[config.mk]
export PLATFORM = sky130hd
export DESIGN_NAME = websocket_frame_parser_unit_flat
export DESIGN_NICKNAME = d
export VERILOG_FILES = /design/src/wsfp_pkg.sv /design/src/wsfp_in_if.sv /design/src/wsfp_out_if.sv /design/src/websocket_frame_parser_unit.sv /design/src/flat_wrapper.sv
export SDC_FILE = /design/constraint.sdc
export NUM_CORES = 1
export LEC_CHECK = 0
export ABC_AREA = 1
export BUFFER_PORTS_ARGS = -buffer_cell sky130_fd_sc_hd__buf_2
export CAP_MARGIN = 30
export CORE_AREA = 2 2 148 136
export DETAILED_ROUTE_END_ITERATION = 12
export DIE_AREA = 0 0 150 138
export PLACE_DENSITY = 0.86
export SYNTH_ARGS = -nofsm -noshare
export SYNTH_HDL_FRONTEND = slang
export SYNTH_SLANG_ARGS = --single-unit
[constraint.sdc]
create_clock -name clk -period 6.8 [get_ports clk]
set_clock_uncertainty 0.2 [all_clocks]
set_input_delay 1.36 -clock clk [delete_from_list [all_inputs] [get_ports clk]]
set_output_delay 1.36 -clock clk [all_outputs]
set_load 0.02 [all_outputs]
[src/wsfp_pkg.sv]
// Shared types and constants for the WebSocket frame parser.
// No dependencies; used by the event channel interface and the top level.
package wsfp_pkg;

    typedef enum logic [1:0] {
        EV_PAYLOAD = 2'd0,
        EV_EMPTY   = 2'd1,
        EV_CLOSE   = 2'd2,
        EV_ABORT   = 2'd3
    } event_kind_t;

    localparam logic [3:0]  OP_CLOSE   = 4'h8;
    localparam logic [15:0] NO_STATUS  = 16'd1005;
    localparam logic [6:0]  LEN7_EXT16 = 7'd126;
    localparam logic [6:0]  LEN7_EXT64 = 7'd127;

endpackage

[src/wsfp_in_if.sv]
// Receive byte channel: valid/ready plus one buffer byte and its end mark.
// Stand-alone; no package dependency.
interface wsfp_in_if;
    logic       valid;
    logic       ready;
    logic [7:0] rx_byte;
    logic       buffer_end;

    modport source (output valid, output rx_byte, output buffer_end, input ready);
    modport sink   (input valid, input rx_byte, input buffer_end, output ready);
endinterface

[src/wsfp_out_if.sv]
// Parser event channel: valid/ready plus one parsed event.
// Depends on wsfp_pkg for the event kind type.
interface wsfp_out_if;
    logic                 valid;
    logic                 ready;
    wsfp_pkg::event_kind_t event_kind;
    logic [7:0]           data_byte;
    logic [3:0]           frame_opcode;
    logic                 last_byte;
    logic [15:0]          status_code;

    modport source (output valid, output event_kind, output data_byte, output frame_opcode,
                    output last_byte, output status_code, input ready);
    modport sink   (input valid, input event_kind, input data_byte, input frame_opcode,
                    input last_byte, input status_code, output ready);
endinterface

[src/websocket_frame_parser_unit.sv]
// WebSocket (RFC 6455) frame parser top level.
// Depends on wsfp_pkg, wsfp_in_if and wsfp_out_if.

// Takes one received byte per transfer and parses one frame per receive
// buffer (buffer_end marks the buffer's last byte). Every byte is handled in
// the cycle it is taken: the parse state and a single result register are
// updated at that edge, so a byte can be taken every cycle and its event (if
// any) is offered on the next cycle. At most one event results from a byte.
// The input is ready whenever the result register is empty or its event is
// being taken in the same cycle, so throughput is one byte per cycle as long
// as the event sink keeps up; a stalled sink holds the input only while an
// event is actually waiting. Event kinds: payload byte (unmasked, with the
// opcode and a last-byte mark), empty message, close request (status code,
// or 1005 if the payload carries fewer than two bytes) and abort, given when
// a buffer ends before its frame is complete. FIN and RSV bits are ignored;
// any opcode other than close is treated as data. Bytes after a complete
// frame are dropped until the buffer ends. Extended lengths wider than
// LENGTH_BITS saturate to all ones.
module websocket_frame_parser_unit #(
    parameter int LENGTH_BITS = 64    // 16..64
) (
    input  logic              clk,
    input  logic              rst_n,
    wsfp_in_if.sink           rx,
    wsfp_out_if.source        ev
);

    typedef enum logic [2:0] {
        PH_HDR0    = 3'd0,
        PH_HDR1    = 3'd1,
        PH_EXTLEN  = 3'd2,
        PH_MASK    = 3'd3,
        PH_PAYLOAD = 3'd4,
        PH_DISCARD = 3'd5
    } phase_t;

    // parse state
    phase_t                 phase_reg,   phase_next;
    logic [3:0]             opcode_reg,  opcode_next;
    logic                   mask_reg,    mask_next;
    logic                   long_reg,    long_next;     // 64-bit extended length
    logic [2:0]             hbc_reg,     hbc_next;
    logic [LENGTH_BITS-1:0] rem_reg,     rem_next;
    logic [31:0]            key_reg,     key_next;
    logic [1:0]             pos_reg,     pos_next;
    logic [15:0]            cacc_reg,    cacc_next;
    logic [1:0]             cseen_reg,   cseen_next;

    // result register
    logic                   out_valid_reg;
    wsfp_pkg::event_kind_t  kind_reg;
    logic [7:0]             data_reg;
    logic [3:0]             evop_reg;
    logic                   last_reg;
    logic [15:0]            code_reg;

    // result of the byte being taken
    logic                   res_valid;
    wsfp_pkg::event_kind_t  res_kind;
    logic [7:0]             res_data;
    logic                   res_last;
    logic [15:0]            res_code;

    logic                   take;
    logic                   len_done;
    logic                   hdr_done;
    logic [2:0]             hbc_inc;
    logic [7:0]             key_byte;
    logic [7:0]             plain;
    logic [LENGTH_BITS-1:0] rem_dec;
    logic                   pay_last;

    assign rx.ready = !out_valid_reg || ev.ready;
    assign take     = rx.valid && rx.ready;

    assign hbc_inc  = hbc_reg + 3'd1;
    // key bytes are used most significant first
    assign key_byte = key_reg[{~pos_reg, 3'b000} +: 8];
    assign plain    = rx.rx_byte ^ (mask_reg ? key_byte : 8'h00);
    assign rem_dec  = rem_reg - {{(LENGTH_BITS-1){1'b0}}, 1'b1};
    assign pay_last = (rem_dec == '0);

    always_comb
    begin
        phase_next  = phase_reg;
        opcode_next = opcode_reg;
        mask_next   = mask_reg;
        long_next   = long_reg;
        hbc_next    = hbc_reg;
        rem_next    = rem_reg;
        key_next    = key_reg;
        pos_next    = pos_reg;
        cacc_next   = cacc_reg;
        cseen_next  = cseen_reg;
        res_valid   = 1'b0;
        res_kind    = wsfp_pkg::EV_PAYLOAD;
        res_data    = 8'h00;
        res_last    = 1'b0;
        res_code    = 16'h0000;
        len_done    = 1'b0;
        hdr_done    = 1'b0;

        case (phase_reg)
            PH_HDR0:
            begin
                opcode_next = rx.rx_byte[3:0];
                phase_next  = PH_HDR1;
            end
            PH_HDR1:
            begin
                mask_next = rx.rx_byte[7];
                hbc_next  = 3'd0;
                rem_next  = '0;
                if (rx.rx_byte[6:0] == wsfp_pkg::LEN7_EXT16)
                begin
                    long_next  = 1'b0;
                    phase_next = PH_EXTLEN;
                end
                else if (rx.rx_byte[6:0] == wsfp_pkg::LEN7_EXT64)
                begin
                    long_next  = 1'b1;
                    phase_next = PH_EXTLEN;
                end
                else
                begin
                    rem_next = {{(LENGTH_BITS-7){1'b0}}, rx.rx_byte[6:0]};
                    len_done = 1'b1;
                end
            end
            PH_EXTLEN:
            begin
                // saturate once the top byte is occupied
                if (rem_reg[LENGTH_BITS-1 -: 8] != 8'h00)
                    rem_next = '1;
                else
                    rem_next = {rem_reg[LENGTH_BITS-9:0], rx.rx_byte};
                hbc_next = hbc_inc;
                // eight bytes wrap the 3-bit count back to zero
                if (long_reg ? (hbc_inc == 3'd0) : (hbc_inc == 3'd2))
                    len_done = 1'b1;
            end
            PH_MASK:
            begin
                key_next = {key_reg[23:0], rx.rx_byte};
                hbc_next = hbc_inc;
                if (hbc_inc == 3'd4)
                begin
                    hbc_next = 3'd0;
                    hdr_done = 1'b1;
                end
            end
            PH_PAYLOAD:
            begin
                pos_next = pos_reg + 2'd1;
                rem_next = rem_dec;
                if (opcode_reg == wsfp_pkg::OP_CLOSE)
                begin
                    if (cseen_reg < 2'd2)
                    begin
                        cacc_next  = {cacc_reg[7:0], plain};
                        cseen_next = cseen_reg + 2'd1;
                    end
                    if (pay_last)
                    begin
                        res_valid = 1'b1;
                        res_kind  = wsfp_pkg::EV_CLOSE;
                        res_code  = (cseen_next == 2'd2) ? cacc_next : wsfp_pkg::NO_STATUS;
                    end
                end
                else
                begin
                    res_valid = 1'b1;
                    res_kind  = wsfp_pkg::EV_PAYLOAD;
                    res_data  = plain;
                    res_last  = pay_last;
                end
                if (pay_last)
                    phase_next = PH_DISCARD;
            end
            default:
            begin
                phase_next = PH_DISCARD;
            end
        endcase

        // length complete: masking key next, or header complete
        if (len_done)
        begin
            hbc_next = 3'd0;
            if (mask_next)
            begin
                key_next   = 32'h0;
                phase_next = PH_MASK;
            end
            else
                hdr_done = 1'b1;
        end

        if (hdr_done)
        begin
            pos_next   = 2'd0;
            cacc_next  = 16'h0000;
            cseen_next = 2'd0;
            if (rem_next == '0)
            begin
                phase_next = PH_DISCARD;
                res_valid  = 1'b1;
                if (opcode_next == wsfp_pkg::OP_CLOSE)
                begin
                    res_kind = wsfp_pkg::EV_CLOSE;
                    res_code = wsfp_pkg::NO_STATUS;
                end
                else
                    res_kind = wsfp_pkg::EV_EMPTY;
            end
            else
                phase_next = PH_PAYLOAD;
        end

        // buffer end: abort an unfinished frame, then restart
        if (rx.buffer_end)
        begin
            if (phase_next != PH_DISCARD)
            begin
                res_valid = 1'b1;
                res_kind  = wsfp_pkg::EV_ABORT;
                res_data  = 8'h00;
                res_last  = 1'b0;
                res_code  = 16'h0000;
            end
            phase_next = PH_HDR0;
            hbc_next   = 3'd0;
        end
    end

    // parse state and result register; the result payload is loaded with
    // every transfer in
    always_ff @(posedge clk or negedge rst_n)
    begin
        if (!rst_n)
        begin
            phase_reg     <= PH_HDR0;
            opcode_reg    <= 4'h0;
            mask_reg      <= 1'b0;
            long_reg      <= 1'b0;
            hbc_reg       <= 3'd0;
            rem_reg       <= '0;
            key_reg       <= 32'h0;
            pos_reg       <= 2'd0;
            cacc_reg      <= 16'h0000;
            cseen_reg     <= 2'd0;
            out_valid_reg <= 1'b0;
            kind_reg      <= wsfp_pkg::EV_PAYLOAD;
            data_reg      <= 8'h00;
            evop_reg      <= 4'h0;
            last_reg      <= 1'b0;
            code_reg      <= 16'h0000;
        end
        else
        begin
            if (take)
            begin
                phase_reg     <= phase_next;
                opcode_reg    <= opcode_next;
                mask_reg      <= mask_next;
                long_reg      <= long_next;
                hbc_reg       <= hbc_next;
                rem_reg       <= rem_next;
                key_reg       <= key_next;
                pos_reg       <= pos_next;
                cacc_reg      <= cacc_next;
                cseen_reg     <= cseen_next;
                out_valid_reg <= res_valid;
                kind_reg      <= res_kind;
                data_reg      <= res_data;
                evop_reg      <= opcode_next;
                last_reg      <= res_last;
                code_reg      <= res_code;
            end
            else if (ev.ready)
                out_valid_reg <= 1'b0;
        end
    end

    assign ev.valid        = out_valid_reg;
    assign ev.event_kind   = kind_reg;
    assign ev.data_byte    = data_reg;
    assign ev.frame_opcode = evop_reg;
    assign ev.last_byte    = last_reg;
    assign ev.status_code  = code_reg;

`ifndef SYNTHESIS
    // payload phase always has at least one byte left
    assert property (@(posedge clk) disable iff (!rst_n)
        phase_reg == PH_PAYLOAD |-> rem_reg != '0)
        else $error("payload phase with zero remaining length");

    // masking key is at most four bytes
    assert property (@(posedge clk) disable iff (!rst_n)
        phase_reg == PH_MASK |-> hbc_reg[2] == 1'b0)
        else $error("masking key count overrun");

    // a buffer end always returns the parser to the first header byte
    assert property (@(posedge clk) disable iff (!rst_n)
        take && rx.buffer_end |=> phase_reg == PH_HDR0)
        else $error("parser not restarted after buffer end");

    // last-byte mark only on payload byte events
    assert property (@(posedge clk) disable iff (!rst_n)
        out_valid_reg && last_reg |-> kind_reg == wsfp_pkg::EV_PAYLOAD)
        else $error("last-byte mark on non-payload event");
`endif

endmodule
[src/flat_wrapper.sv]
// flat-port wrapper written by rule: the top's interface ports become plain ports
module websocket_frame_parser_unit_flat 
#(
    parameter int LENGTH_BITS = 64             
)
  (clk, rst_n, rx_valid, rx_rx_byte, rx_buffer_end, rx_ready, ev_valid, ev_event_kind, ev_data_byte, ev_frame_opcode, ev_last_byte, ev_status_code, ev_ready);
  wsfp_in_if rx_i ();
  wsfp_out_if ev_i ();
  input  logic clk;
  input  logic rst_n;
  input wire logic [$bits(rx_i.valid)-1:0] rx_valid;
  input wire logic [$bits(rx_i.rx_byte)-1:0] rx_rx_byte;
  input wire logic [$bits(rx_i.buffer_end)-1:0] rx_buffer_end;
  output wire logic [$bits(rx_i.ready)-1:0] rx_ready;
  output wire logic [$bits(ev_i.valid)-1:0] ev_valid;
  output wire logic [$bits(ev_i.event_kind)-1:0] ev_event_kind;
  output wire logic [$bits(ev_i.data_byte)-1:0] ev_data_byte;
  output wire logic [$bits(ev_i.frame_opcode)-1:0] ev_frame_opcode;
  output wire logic [$bits(ev_i.last_byte)-1:0] ev_last_byte;
  output wire logic [$bits(ev_i.status_code)-1:0] ev_status_code;
  input wire logic [$bits(ev_i.ready)-1:0] ev_ready;
  assign rx_i.valid = rx_valid;
  assign rx_i.rx_byte = rx_rx_byte;
  assign rx_i.buffer_end = rx_buffer_end;
  assign rx_ready = rx_i.ready;
  assign ev_valid = ev_i.valid;
  assign ev_event_kind = ev_i.event_kind;
  assign ev_data_byte = ev_i.data_byte;
  assign ev_frame_opcode = ev_i.frame_opcode;
  assign ev_last_byte = ev_i.last_byte;
  assign ev_status_code = ev_i.status_code;
  assign ev_i.ready = ev_ready;
  websocket_frame_parser_unit #(.LENGTH_BITS(LENGTH_BITS)) u_core (.clk(clk), .rst_n(rst_n), .rx(rx_i), .ev(ev_i));
endmodule
* Yosys cells after proc, flatten, opt, wreduce, memory -nomap -nowiden
Index checks and enable logic that the tools add are counted.
** Storage, ports and cells
- Bits in registers :: 156
- Input port bits :: 13
- Logic and storage cells :: 133
** Operators by class
- Add/sub/neg operators :: 4
- Bitwise logic cells :: 2
- Reduce and logical (&&, ||, !) cells :: 18
- Order comparisons :: 1
- Eq/ne operators :: 12
- Shift-type cells :: 1
- Mux-type cells :: 80
** Operators by type and width (number)
- $mux W16 :: 13
- $pmux W64 S3 :: 1
- $logic_not A64 Y1 :: 2
- $mux W64 :: 2
- $mux W32 :: 3
- $sub A64 B1 Y64 const B :: 1
- $mux W8 :: 5
- $mux W2 :: 16
- $shiftx A32 B6 Y8 :: 1
- $mux W3 :: 10
- $mux W1 :: 25
- $eq A7 B7 Y1 const B :: 2
- $pmux W3 S4 :: 1
- $eq A3 B2 Y1 const B :: 3
- $pmux W3 S3 :: 1
- $eq A4 B4 Y1 const B :: 2
- $reduce_bool A2 Y1 :: 4
- $reduce_bool A8 Y1 :: 1
- $xor A8 B8 Y8 :: 1
- $mux W7 :: 1
- $eq A3 B3 Y1 const B :: 2
- $logic_not A3 Y1 :: 2
- $reduce_and A3 Y1 :: 2
- $reduce_bool A5 Y1 :: 1
- other kinds (14) :: 16

* Logic depth before layout (Yosys ltp)
- Depth in word-level cells :: 14
- Mapped depth :: 23

* Worst setup path after synthesis
No wires, ideal clock.
- Path type :: input to register
- Start point :: input rx_rx_byte[5]
- End point :: register u_core.cacc_reg[12]
- Slack :: 3.259 ns
- Data arrival time :: 3.203 ns
- Library setup time :: 0.138 ns
- Stages :: 13
- Buffers on the path :: 1
- Cell sequence :: nand4_1 -> or2_1 -> nand2_1 -> inv_1 -> a21oi_1 -> nor2_1 -> a21oi_2 -> o21ai_0 -> a21oi_2 -> inv_2 -> buf_2 -> nand2_1 -> o31ai_1
** On the way
- Cells in the longest elaborated chain, start to end :: 7
- Elaborated cells on any way between the ends :: 10
- Classes of those cells :: 2 x eq/ne; 5 x mux; 3 x reduce/logical
** RTL lines
- from (decl) :: RTL line flat_wrapper.sv:12 : input wire logic [$bits(rx_i.rx_byte)-1:0] rx_rx_byte;
- $eq A7 B7 Y1 :: RTL line websocket_frame_parser_unit.sv:119 : else if (rx.rx_byte[6:0] == wsfp_pkg::LEN7_EXT64)
- $mux W1 :: RTL line websocket_frame_parser_unit.sv:119
- $mux W1 * :: RTL line websocket_frame_parser_unit.sv:114 : if (rx.rx_byte[6:0] == wsfp_pkg::LEN7_EXT16)
- $pmux W1 S2 * :: RTL line websocket_frame_parser_unit.sv:103 : case (phase_reg)
- $mux W1 * :: RTL line websocket_frame_parser_unit.sv:187 : if (len_done)
- $reduce_bool A2 Y1 (no source line)
- $reduce_and A3 Y1 (no source line)
- to (signal assigned) :: RTL line websocket_frame_parser_unit.sv:271 : cacc_reg <= cacc_next;
- to (decl) :: RTL line websocket_frame_parser_unit.sv:46 : logic [15:0] cacc_reg, cacc_next;
Mark *: on every way between the ends. The rest lies on a longest branch, timed or not.
A chain may end at the register's enable or synchronous reset.

* Final worst setup path
- Start point :: register u_core.phase_reg[0]
- End point :: register u_core.code_reg[1] (netlist: u_core.ev.status_code[1])
** On the way
- Cells in the longest elaborated chain, start to end :: 9
- Elaborated cells on any way between the ends :: 30
- Classes of those cells :: 6 x eq/ne; 21 x mux; 3 x reduce/logical
** RTL lines
- from (decl) :: RTL line websocket_frame_parser_unit.sv:38 : phase_t phase_reg, phase_next;
- from (signal assigned) :: RTL line websocket_frame_parser_unit.sv:263 : phase_reg <= phase_next;
- parallel branches: the longest is 8 deep, another holds $pmux W64 S3
- $mux W16 * :: RTL line websocket_frame_parser_unit.sv:221 : if (rx.buffer_end)
- to (signal assigned) :: RTL line websocket_frame_parser_unit.sv:278 : code_reg <= res_code;
- to (decl) :: RTL line websocket_frame_parser_unit.sv:55 : logic [15:0] code_reg;
Mark *: on every way between the ends.

==> impl_metrics.csv <==
group,metric,value,unit
routing,routed_wl,37300,microns
setup_path,crit_type,"reg -> reg",
clocking,post_cts_buffers,0,
placement,port_buffers,45,
final_layout,final_common_cell,"nand2_1",
global_routing,gr-usage-all-layers,0.365,
floorplanning,rows,49,
final_layout,antennaDiodeCount,0,
power,power,5.90,mW
clocking,cts_hold_buf,0,
clocking,h-tree-depth,4,
setup_path,reg2reg_depth,18,
power,ir_drop,0.000306,V
routing,drc,0,
power,p_leak,6.30,nW
setup_path,cp-startpoint,"u_core.phase_reg[0]",
synth,synth_area,11300,sq um
sta,hold_violations,0,
synth,synth_top_flop_cell,"dfrtp_1",
final_layout,multiInputGateArea,6390,sq um
routing,dr.pass1.iters,5,
sta,worst_slew_pin_slew,0.995,ns
setup_path,cpLargestDelayFamily,"simple AND/OR/NAND/NOR gates",
routing,vias_per_cell,5.96,
clocking,cts.sink_count,156,
setup_path,slowest_stage,"buf_4",
global_routing,grt_pass1_vias,11400,
final_layout,nets,1853,
global_routing,grt_overflow_total,0,
floorplanning,die_h,138,microns
job,cap_viol_max_count,0,
setup_path,critical_path_required,6.92,ns
synth,synth_enable_flop_cells,0,
setup_path,crit_path_frequent_cell,"nand2_1",
setup_path,max_stage_delay,0.63,ns
synth,yosys.cell_types.count,40,
synth,synthCells,1821,
setup_path,path_buf_inv,4,
floorplanning,die_x,150,microns
synth,ys_seq_area_frac,0.345,
sta,tns,0,ns
routing,num_vias,12500,
clocking,clock_path_buffers,2,
sta,slew_violations,0,
global_routing,grt_max_degree,87,
final_layout,area_growth,9.10,%
clocking,clk_latency,0.44,ns
synth,yosysWarnings,0,
clocking,clock-root-buffer,"clkbuf_16",
hold_path,whs_endpoint,"u_core.ev.status_code[8]",
floorplanning,ios,46,
floorplanning,initial_core_util,0.584,
global_routing,grt_pass1_wl,59700,microns
power,power_per_cell_area,478,nW/um^2
floorplanning,die-area,20700,sq um
floorplanning,core-area,19400,sq um
hold_path,min_path_cells,2,
sta,clock.fmax,221,MHz
sta,min_period,4.53,ns
hold_path,hp-start,"u_core.ev.status_code[8]",
setup_path,reg2reg_slack,2.27,ns
synth,syn-num-nets,1842,
clocking,clkTransAtPathRegs,0.08,ns
synth,postSynthAreaPerCell,6.21,sq um
setup_path,cp-start-kind,"register",
synth,synth-seq-cells,156,
hold_path,min_path_type,"reg -> reg",
clocking,numCtsBuffers,17,
global_routing,antenna_found_initial,0,
setup_path,rr_endpoint,"u_core.ev.status_code[1]",
clocking,cts_tree,"built",
setup_path,reg2reg_from,"u_core.phase_reg[0]",
placement,dp_hpwl,26500,microns
sta,setup_viol,0,
sta,slew_headroom,0.331,
final_layout,fillers,1831,
final_layout,drive_above_1_share,0.0715,
sta,final.period_utilization,0.666,
final_layout,largest_reg_flops,64,
final_layout,mostFrequentLayoutCells,"620 x nand2_1, 238 x nor2_1, 189 x inv_1, 178 x o21ai_0, 156 x dfrtp_1",
outcome,status,"completed",
sta,rsz0062_at_grt,"false",
clocking,post_cts_resized,0,
setup_path,cp_cell_sequence,"inv_2 > nand2_1 > nor2_4 > buf_4 > inv_2 > nand2_1 > nor2_4 > buf_4 > a21oi_1 > nand2_1 > nor2_1 > nand2_1 > nor2_1 > nand2_1 > nor2_1 > nand4_1 > nand3_1 > o21ai_0",
final_layout,stdcell_count,2100,
routing,drt_iter0_markers,1724,
setup_path,crit_cells,18,
sta,whs,0.278,ns
setup_path,arrival,4.65,ns
setup_path,critPathCaptureType,"register",
setup_path,path_max_fanout,62,
final_layout,seq_area,3900,sq um
synth,synthArstFlopShare,1.00,
routing,antenna_left,0,
placement,gp_congestion,1.06,
routing,wire_per_inst,17.7,microns
placement,dp.cells,2067,
==> layer usage <==
metal / part of all wire / vias to the layer above / global-route usage
met5: 0 / - / 0
met1: 0.41 / 5673 / 0.537
li1: - / 5879 / -
met4: 0.032 / 0 / 0.130
met2: 0.43 / 868 / 0.534
met3: 0.12 / 105 / 0.0746
==> final cells by class <==
cell class	instances	share of cell area
repair buffers	56	0.0297
well taps	255	0.0258
inverters	200	0.0609
multi-input cells	1401	0.518
clock inverters	15	0.0152
clock buffers	17	0.0345
flip-flops and latches	156	0.316
==> worst min-delay path, stage by stage, from the launching register on <==
cell and delay [ns]:
dfrtp_1 0.34, nand2_1 0.05, nand2_1 0.05
==> where the power goes <==
group | total, mW | switching [mW] | internal, mW
Combinational | 3.34 | 2.37 | 0.971
Clock | 0.995 | 0.493 | 0.503
Sequential | 1.57 | 0.350 | 1.22
==> synth_stat cells, types with 11 or more instances <==
cell type / instances / area (sq um)
o211ai_1: 42 / 315
nand3_1: 112 / 561
clkbuf_1: 48 / 180
a21oi_1: 82 / 410
nand2_1: 621 / 2330
inv_1: 189 / 709
nor2_1: 239 / 897
nand4_1: 14 / 87.6
o21ai_0: 178 / 891
nand3b_1: 11 / 82.6
dfrtp_1: 156 / 3900
nor3_1: 13 / 65.1
==> kinds of logic after synthesis <==
logic type	count (synthesis)	share of synthesized area
flops	156	0.345
compound gates	325	0.156
simple gates	1052	0.386
mux	6	0.00531
fa+ha+maj	8	0.00885
xor+xnor	10	0.00774
buf+inv	264	0.0911
==> how the worst max path moves through the flow <==
stage | end | slack [ns]
finish | u_core.ev.status_code[1] | 2.27
global route | u_core.ev.status_code[6] | 2.05
CTS | u_core.ev.status_code[1] | 2.46
detailed placement | u_core.cacc_reg[15] | 2.16
global placement | u_core.cseen_reg[1] | 2.34
floorplan | u_core.cacc_reg[12] | 3.26
==> through the flow <==
| stage | setup WS, ns | instance area, sq um | util |
|---|---|---|---|
| finish | 2.27 | 12300 | 0.637 |
| global route | 2.05 | 12300 | 0.637 |
| CTS | 2.46 | 12300 | 0.636 |
| detailed placement | 2.16 | 11700 | 0.605 |
| global placement | 2.34 | 11700 | 0.602 |
| floorplan | 3.26 | 11300 | - |
Power figures use the tool's default switching activity.
